`src/sv/u8rtf_pkg.sv`:
```
// Shared types and constants of the UTF-8 to RTF unicode escape converter.
package u8rtf_pkg;

  localparam int unsigned ByteW   = 8;
  localparam int unsigned CodeW   = 16;
  localparam int unsigned MagW    = 17;
  localparam int unsigned NDigits = 5;
  localparam int unsigned IdxW    = $clog2(NDigits);
  localparam int unsigned DigitW  = 4;

  localparam logic [ByteW-1:0] ChBackslash = 8'h5C;
  localparam logic [ByteW-1:0] ChU         = 8'h75;
  localparam logic [ByteW-1:0] ChMinus     = 8'h2D;
  localparam logic [ByteW-1:0] ChZero      = 8'h30;
  localparam logic [ByteW-1:0] ChQmark     = 8'h3F;

  localparam logic [IdxW-1:0] LastIdx = IdxW'(NDigits - 1);

  typedef enum logic [2:0] {
    SEL_IN,
    SEL_BSL,
    SEL_U,
    SEL_MINUS,
    SEL_DIGIT,
    SEL_QMARK
  } byte_sel_e;

  typedef struct packed {
    logic            lead;
    logic            cont;
    logic            mag_load;
    logic            digit_step;
    logic            out_load;
    byte_sel_e       out_sel;
    logic            out_last;
    logic [IdxW-1:0] dig_idx;
  } cmd_t;

  typedef struct packed {
    logic pending_nz;
    logic pending_one;
    logic in_ascii;
    logic in_lead;
    logic neg;
    logic digit_zero;
  } sts_t;

  // Power of ten for a digit position, most significant first.
  function automatic logic [MagW-1:0] dec_weight(logic [IdxW-1:0] idx);
    logic [MagW-1:0] w;
    case (idx)
      3'd0:    w = MagW'(10000);
      3'd1:    w = MagW'(1000);
      3'd2:    w = MagW'(100);
      3'd3:    w = MagW'(10);
      default: w = MagW'(1);
    endcase
    return w;
  endfunction

endpackage

```
`src/sv/utf8_to_rtf_unicode_escape.sv`:
```
// Top level: UTF-8 byte stream to RTF text with \uN? escapes.
// A byte below 0x80 outside a sequence is accepted and loaded into the output
// register, so plain ASCII streams at one byte per cycle while the output is not
// stalled. Lead and continuation bytes are accepted one per cycle under the same
// condition and produce nothing until the sequence completes. The byte that
// completes it starts an escape that emits backslash, 'u', an optional minus sign,
// the decimal digits and '?': the digit unit walks the five decimal positions one
// per cycle while the output is not stalled. No input is accepted until '?' is sent.
module utf8_to_rtf_unicode_escape (
  input  logic       clk_i,
  input  logic       rst_ni,
  input  logic       s_axis_tvalid_i,
  output logic       s_axis_tready_o,
  input  logic [7:0] s_axis_tdata_i,   // [7:0] in_byte
  output logic       m_axis_tvalid_o,
  input  logic       m_axis_tready_i,
  output logic [7:0] m_axis_tdata_o,   // [7:0] out_byte
  output logic       m_axis_tlast_o
);

  u8rtf_pkg::cmd_t cmd;
  u8rtf_pkg::sts_t sts;

  u8rtf_ctrl u_ctrl (
    .clk_i     (clk_i),
    .rst_ni    (rst_ni),
    .s_valid_i (s_axis_tvalid_i),
    .s_ready_o (s_axis_tready_o),
    .m_valid_o (m_axis_tvalid_o),
    .m_ready_i (m_axis_tready_i),
    .sts_i     (sts),
    .cmd_o     (cmd)
  );

  u8rtf_dp u_dp (
    .clk_i      (clk_i),
    .rst_ni     (rst_ni),
    .in_byte_i  (s_axis_tdata_i),
    .cmd_i      (cmd),
    .sts_o      (sts),
    .out_byte_o (m_axis_tdata_o),
    .out_last_o (m_axis_tlast_o)
  );

endmodule

```
`src/sv/u8rtf_dp.sv`:
```
// Datapath: sequence accumulator, decimal digit extraction and output data register.
module u8rtf_dp (
  input  logic                  clk_i,
  input  logic                  rst_ni,
  input  logic [7:0]            in_byte_i,
  input  u8rtf_pkg::cmd_t       cmd_i,
  output u8rtf_pkg::sts_t       sts_o,
  output logic [7:0]            out_byte_o,
  output logic                  out_last_o
);

  logic [2:0]                       pending_q, pending_d;
  logic [u8rtf_pkg::CodeW-1:0]      acc_q, acc_d;
  logic [u8rtf_pkg::MagW-1:0]       mag_q, mag_d;
  logic [7:0]                       out_byte_q, out_byte_d;
  logic                             out_last_q;
  logic [2:0]                       lead_pend;
  logic [7:0]                       lead_mask;
  logic [u8rtf_pkg::MagW-1:0]       weight;
  logic [u8rtf_pkg::DigitW-1:0]     digit;
  logic [u8rtf_pkg::MagW+3:0]       sub;

  always_comb begin
    case (in_byte_i) inside
      8'b110?_????: begin lead_pend = 3'd1; lead_mask = 8'h1F; end
      8'b1110_????: begin lead_pend = 3'd2; lead_mask = 8'h0F; end
      8'b1111_0???: begin lead_pend = 3'd3; lead_mask = 8'h07; end
      8'b1111_10??: begin lead_pend = 3'd4; lead_mask = 8'h03; end
      8'b1111_110?: begin lead_pend = 3'd5; lead_mask = 8'h01; end
      8'b1111_1110: begin lead_pend = 3'd6; lead_mask = 8'h00; end
      8'b1111_1111: begin lead_pend = 3'd7; lead_mask = 8'h00; end
      default:      begin lead_pend = 3'd0; lead_mask = 8'h00; end
    endcase
  end

  always_comb begin
    weight = u8rtf_pkg::dec_weight(cmd_i.dig_idx);
    digit  = '0;
    for (int k = 1; k <= 9; k++) begin
      if ((u8rtf_pkg::MagW + 4)'(mag_q) >= (u8rtf_pkg::MagW + 4)'(k) * {4'd0, weight}) begin
        digit = u8rtf_pkg::DigitW'(k);
      end
    end
    sub = {4'd0, weight} * {{u8rtf_pkg::MagW{1'b0}}, digit};
  end

  always_comb begin
    pending_d = pending_q;
    acc_d     = acc_q;
    mag_d     = mag_q;
    if (cmd_i.lead) begin
      pending_d = lead_pend;
      acc_d     = {8'd0, in_byte_i & lead_mask};
    end else if (cmd_i.cont) begin
      pending_d = pending_q - 3'd1;
      acc_d     = {acc_q[u8rtf_pkg::CodeW-7:0], in_byte_i[5:0]};
    end
    if (cmd_i.mag_load) begin
      mag_d = acc_q[u8rtf_pkg::CodeW-1]
            ? u8rtf_pkg::MagW'(17'h10000 - {1'b0, acc_q})
            : {1'b0, acc_q};
    end else if (cmd_i.digit_step) begin
      mag_d = mag_q - sub[u8rtf_pkg::MagW-1:0];
    end
  end

  always_comb begin
    case (cmd_i.out_sel)
      u8rtf_pkg::SEL_IN:    out_byte_d = in_byte_i;
      u8rtf_pkg::SEL_BSL:   out_byte_d = u8rtf_pkg::ChBackslash;
      u8rtf_pkg::SEL_U:     out_byte_d = u8rtf_pkg::ChU;
      u8rtf_pkg::SEL_MINUS: out_byte_d = u8rtf_pkg::ChMinus;
      u8rtf_pkg::SEL_DIGIT: out_byte_d = u8rtf_pkg::ChZero + {4'd0, digit};
      default:              out_byte_d = u8rtf_pkg::ChQmark;
    endcase
  end

  always_ff @(posedge clk_i or negedge rst_ni) begin
    if (!rst_ni) begin
      pending_q <= '0;
      acc_q     <= '0;
    end else begin
      pending_q <= pending_d;
      acc_q     <= acc_d;
    end
  end

  always_ff @(posedge clk_i) begin
    mag_q <= mag_d;
    if (cmd_i.out_load) begin
      out_byte_q <= out_byte_d;
      out_last_q <= cmd_i.out_last;
    end
  end

  assign sts_o.pending_nz  = (pending_q != 3'd0);
  assign sts_o.pending_one = (pending_q == 3'd1);
  assign sts_o.in_ascii    = !in_byte_i[7];
  assign sts_o.in_lead     = in_byte_i[7] && in_byte_i[6];
  assign sts_o.neg         = acc_q[u8rtf_pkg::CodeW-1];
  assign sts_o.digit_zero  = (digit == '0);

  assign out_byte_o = out_byte_q;
  assign out_last_o = out_last_q;

endmodule

```
`src/sv/u8rtf_ctrl.sv`:
```
// Controller: input acceptance, escape sequencing and output valid.
module u8rtf_ctrl (
  input  logic             clk_i,
  input  logic             rst_ni,
  input  logic             s_valid_i,
  output logic             s_ready_o,
  output logic             m_valid_o,
  input  logic             m_ready_i,
  input  u8rtf_pkg::sts_t  sts_i,
  output u8rtf_pkg::cmd_t  cmd_o
);

  typedef enum logic [2:0] {
    ST_IDLE,
    ST_BSL,
    ST_U,
    ST_MINUS,
    ST_DIGIT,
    ST_QMARK
  } state_e;

  state_e                     state_q, state_d;
  logic                       valid_q, valid_d;
  logic [u8rtf_pkg::IdxW-1:0] idx_q, idx_d;
  logic                       started_q, started_d;
  logic                       slot_free;
  logic                       accept;
  logic                       emit;

  assign slot_free = !valid_q || m_ready_i;
  assign s_ready_o = (state_q == ST_IDLE) && slot_free;
  assign accept    = s_valid_i && s_ready_o;
  assign emit      = !sts_i.digit_zero || started_q || (idx_q == u8rtf_pkg::LastIdx);

  always_comb begin
    cmd_o            = '0;
    cmd_o.out_sel    = u8rtf_pkg::SEL_IN;
    cmd_o.dig_idx    = idx_q;
    state_d          = state_q;
    idx_d            = idx_q;
    started_d        = started_q;
    case (state_q)
      ST_IDLE: begin
        if (accept) begin
          if (sts_i.pending_nz) begin
            cmd_o.cont = 1'b1;
            if (sts_i.pending_one) begin
              state_d = ST_BSL;
            end
          end else if (sts_i.in_ascii) begin
            cmd_o.out_load = 1'b1;
            cmd_o.out_last = 1'b1;
          end else if (sts_i.in_lead) begin
            cmd_o.lead = 1'b1;
          end
        end
      end
      ST_BSL: begin
        if (slot_free) begin
          cmd_o.out_load = 1'b1;
          cmd_o.out_sel  = u8rtf_pkg::SEL_BSL;
          cmd_o.mag_load = 1'b1;
          state_d        = ST_U;
        end
      end
      ST_U: begin
        if (slot_free) begin
          cmd_o.out_load = 1'b1;
          cmd_o.out_sel  = u8rtf_pkg::SEL_U;
          idx_d          = '0;
          started_d      = 1'b0;
          state_d        = sts_i.neg ? ST_MINUS : ST_DIGIT;
        end
      end
      ST_MINUS: begin
        if (slot_free) begin
          cmd_o.out_load = 1'b1;
          cmd_o.out_sel  = u8rtf_pkg::SEL_MINUS;
          state_d        = ST_DIGIT;
        end
      end
      ST_DIGIT: begin
        if (slot_free) begin
          cmd_o.digit_step = 1'b1;
          cmd_o.out_load   = emit;
          cmd_o.out_sel    = u8rtf_pkg::SEL_DIGIT;
          started_d        = started_q || emit;
          idx_d            = idx_q + 1'b1;
          if (idx_q == u8rtf_pkg::LastIdx) begin
            state_d = ST_QMARK;
          end
        end
      end
      ST_QMARK: begin
        if (slot_free) begin
          cmd_o.out_load = 1'b1;
          cmd_o.out_sel  = u8rtf_pkg::SEL_QMARK;
          cmd_o.out_last = 1'b1;
          state_d        = ST_IDLE;
        end
      end
      default: state_d = ST_IDLE;
    endcase
    valid_d = cmd_o.out_load ? 1'b1 : (m_ready_i ? 1'b0 : valid_q);
  end

  always_ff @(posedge clk_i or negedge rst_ni) begin
    if (!rst_ni) begin
      state_q   <= ST_IDLE;
      valid_q   <= 1'b0;
      idx_q     <= '0;
      started_q <= 1'b0;
    end else begin
      state_q   <= state_d;
      valid_q   <= valid_d;
      idx_q     <= idx_d;
      started_q <= started_d;
    end
  end

  assign m_valid_o = valid_q;

  a_no_overwrite: assert property (@(posedge clk_i) disable iff (!rst_ni)
    (valid_q && !m_ready_i) |-> !cmd_o.out_load)
    else $error("output overwritten while stalled");

  a_idx_range: assert property (@(posedge clk_i) disable iff (!rst_ni)
    (state_q == ST_DIGIT) |-> (idx_q <= u8rtf_pkg::LastIdx))
    else $error("digit index out of range");

  a_qmark_done: assert property (@(posedge clk_i) disable iff (!rst_ni)
    (state_q == ST_QMARK && slot_free) |=> (state_q == ST_IDLE && valid_q))
    else $error("escape did not close");

  a_digit_emitted: assert property (@(posedge clk_i) disable iff (!rst_ni)
    (state_q == ST_DIGIT && slot_free && idx_q == u8rtf_pkg::LastIdx) |-> cmd_o.out_load)
    else $error("units digit not emitted");

endmodule
```
`config.mk`:
```
export PLATFORM = sky130hd
export DESIGN_NAME = utf8_to_rtf_unicode_escape
export DESIGN_NICKNAME = d
export VERILOG_FILES = /design/src/sv/u8rtf_pkg.sv /design/src/sv/utf8_to_rtf_unicode_escape.sv /design/src/sv/u8rtf_dp.sv /design/src/sv/u8rtf_ctrl.sv
export SDC_FILE = /design/constraint.sdc
export NUM_CORES = 1
export LEC_CHECK = 0
export CORE_MARGIN = 8
export CORE_UTILIZATION = 44
export CTS_BUF_LIST = sky130_fd_sc_hd__clkbuf_4 sky130_fd_sc_hd__clkbuf_8 sky130_fd_sc_hd__clkbuf_16
export DETAILED_ROUTE_END_ITERATION = 8
export DONT_BUFFER_PORTS = 1
export GPL_TIMING_DRIVEN = 1
export PLACE_DENSITY_LB_ADDON = 0.05
export SLEW_MARGIN = 20
export SYNTH_ARGS = -nofsm -noshare
export SYNTH_HDL_FRONTEND = slang
export SYNTH_SLANG_ARGS = --single-unit
```
`constraint.sdc`:
```
create_clock -name clk_i -period 14.1 [get_ports clk_i]
set_input_delay 0 -clock clk_i [delete_from_list [all_inputs] [get_ports clk_i]]
set_output_delay 0 -clock clk_i [all_outputs]
set_load 0.05 [all_outputs]
```
==> impl_results.md <==
* Total track usage at around a fifth
* R2R cell count at 43
* Die Height at 157 um
* Vias in the first global route at 7500
* # rows at 51
* M2 GR Usage at 36.2%
* Reg2reg setup slack at 3060 ps
* Synth-to-Final Area Change at 7.06%
* Layout cell share with drive strength beyond 1 at 4.35%
* First DRT Iteration DRCs at 388
* Grt ovf at 0
* Num CTS Buffers at 5
* Via count at 7240
* Antenna diode count at 0
* Met3 Usage GRT at approximately 1.4%
* DPL Wire Length at between 20 and 25 mm
* Yosys top cell area share at 24.4%
* Mapped Cells at about 1000
* Placer Congestion at roughly 0.86
* Synth Area in Adders at 33.6%
* Via/cell ratio at ~5.5
* CP peak stage delay at 530 ps
* Leading area contributor after synthesis: ha_1
* Post-CTS sizing at 0
* Distinct cells, synth at 80
* Synth Area per Inst at 8.36 um^2
* Worst hold path class: in -> reg
* Clk sinks at 53
* Mux cell area share after synthesis at between 1 and 1.5%
* Worst skew pair latency at about 300 ps
* Final WL at 24.5 mm
* Hold bufs inserted after CTS at 14
* Worst relative slew slack at 32.5%
* Final period utilization at a little under 80%
* Worst-path fanout max at 13
* Largest family of logic cells by synthesized area: adder cells
* Global-route wire length before repair at 40.1 mm
* IO Pins at 23
* DRT antenna net count at 0
* # DRC at 0
* Top cells by area, synth: ha_1 (24%), fa_1 (9.1%), edfxtp_1 (8.9%)
* GR peak layer: met2
* Crit path time final at 11040 ps
* Synth Area in Simple Gates at 16.0%
* Nets@finish at approximately 1300
* Hold path start: s_axis_tdata_i[3]
* Async SR Flop Fraction at 50.9%
* Worst-Margin Slew at 1010 ps
* Total die area at 24700 um^2
* CP startpoint kind: flip-flop
* Synth warn at 0
* Hold WS at 16.8 ps
* Commonest cells after routing, fill and taps aside: ha_1 (171), inv_1 (140), nor2_1 (85), a21oi_1 (82), nand2_1 (81)
* Crit Path Class: reg -> reg
* Post-Syn Area at about 8800 um^2
* Count of input and output buffers at 0
* Worst Hold Path EP: u_dp.out_byte_o[3]$_DFFE_PP_
* RSZ-0062 raised after global routing: false
* #FFs+latches synth at 53
* Die Wd at 157 um
* Fin area at 9370 um^2
* Pre-antenna DRT Iters at 7
* Worst path arrival time at 11080 ps
* Compound-gate portion of the synthesized area at 19.6%
* Hold Path Stages at 2
* CP max stage cell: fa_1
* CTS clk-pin slew, worst paths at 70 ps
* Slew Limit Fails at 0
* Seq/Total Area, Yosys at 16.6%
* Max frequency at 90.5 MHz
* Worst-case clock buffer depth at 2
* Worst r2r src: u_ctrl.idx_q[0]$_DFFE_PN0P_
* Commonest non-fill, non-tap cell in the layout: ha_1
* EDFF count, synth at 26
* Antenna violations before repair at 0
* M1 GR Usage at 27.0%
* Xor/xnor share of the synthesized area at just under 6%
* Main flop type after synthesis: dfrtp_1
* Cell mode on critical path: ha_1
* Routed length per placed instance at 18.6 um
* Reg2Reg Capture Point: u_dp.mag_q[16]$_DFFE_PP_
* Setup tns final at 0 ps
* CP required at 14130 ps
* Setup-failing EPs final at 0
* Final hold vios at 0
* Post-CTS setup buffers at 0
* H-tree Lvls at 2
* CP endpoint kind: flip-flop
* CTS tree: done
* Total of max-cap violations at 0
* Core ar. at 19500 um^2
* Root Buffer: clkbuf_16
* Skew final at approximately 12 ps
* Largest net degree at the start of global routing at 34
* Outcome: finished, final reports clean
* Starting density of the core at 44.8%
* Placed inst area at 9070 um^2
[critical path: cells and delay by family (launching register included)]
| family | cells | cell delay [ps] |
|---|---|---|
| XOR/XNOR | 1 | 160 |
| AND/OR/NAND/NOR | 10 | 1790 |
| AO/OA/AOI/OAI | 15 | 3320 |
| flip-flops | 1 | 440 |
| buffers and inverters | 7 | 1300 |
| adder cells (fa/ha/maj) | 10 | 3750 |
[logic make-up (layout without fill, tap and decap cells)]
kind of cell,Yosys count,in the layout
and+or+nand+nor,289,289
AOI/OAI and AO/OA,262,262
adders and majority gates,211,211
buffers and inverters,161,170
xor gates and xnor gates,57,57
DFF,53,53
muxes,12,12
other,2,3
[how the worst max path moves through the flow]
stage               cells past startpoint  slack [ps]                   startpoint                  endpoint
floorplan                              44        3960  u_ctrl.idx_q[0]$_DFFE_PN0P_  u_dp.mag_q[16]$_DFFE_PP_
global placement                       43        3310  u_ctrl.idx_q[2]$_DFFE_PN0P_  u_dp.mag_q[16]$_DFFE_PP_
detailed placement                     43        3070  u_ctrl.idx_q[0]$_DFFE_PN0P_  u_dp.mag_q[16]$_DFFE_PP_
CTS                                    43        3020  u_ctrl.idx_q[0]$_DFFE_PN0P_  u_dp.mag_q[16]$_DFFE_PP_
global route                           43        2280  u_ctrl.idx_q[0]$_DFFE_PN0P_  u_dp.mag_q[16]$_DFFE_PP_
finish                                 43        3060  u_ctrl.idx_q[0]$_DFFE_PN0P_  u_dp.mag_q[16]$_DFFE_PP_
[layer usage]
layer / routed length [um] / vias up / part of all wire, %
met5: 0 / - / 0
met4: 575 / 0 / 2.3
met3: 484 / 23 / 2.0
met2: 11900 / 96 / 49
met1: 11500 / 3424 / 47
li1: - / 3697 / -
[registers in the layout, indices dropped and copies added, names as in the netlist]
register          count
u_ctrl.state_q        3
u_dp.out_byte_o       8
u_ctrl.m_valid_o      1
u_ctrl.idx_q          3
u_dp.mag_q           17
u_ctrl.started_q      1
u_dp.out_last_o       1
u_dp.acc_q           16
u_dp.pending_q        3
[final cells by class]
| type | count | area [um^2] |
|---|---|---|
| clock buffers | 5 | 125 |
| clock inverters | 3 | 25.0 |
| fillers | 1985 | 10200 |
| inverters | 140 | 526 |
| multi-input cells | 834 | 6700 |
| flip-flops and latches | 53 | 1460 |
| well taps | 265 | 332 |
| repair buffers | 22 | 210 |
[metrics by stage]
step / util (%) / instances / setup WS, ps
6_report: 48.0 / 1322 / 3060
5_1_grt: 48.0 / 1322 / 2280
3_3_place_gp: 46.5 / 1300 / 3310
2_1_floorplan: - / 1048 / 3960
4_1_cts: 48.0 / 1322 / 3020
3_5_place_dp: 46.5 / 1300 / 3070
[cells in the mapped netlist, types with 18 or more instances]
cell	instances
a21oi_1	82
dfrtp_1	27
edfxtp_1	26
fa_1	40
ha_1	171
inv_1	140
nand2_1	81
nand3_1	18
nor2_1	85
nor3_1	20
o21ai_0	53
xnor2_1	39
Power is not shown: default switching activity piles up to over one toggle a cycle in this logic, so the estimate is an artifact.
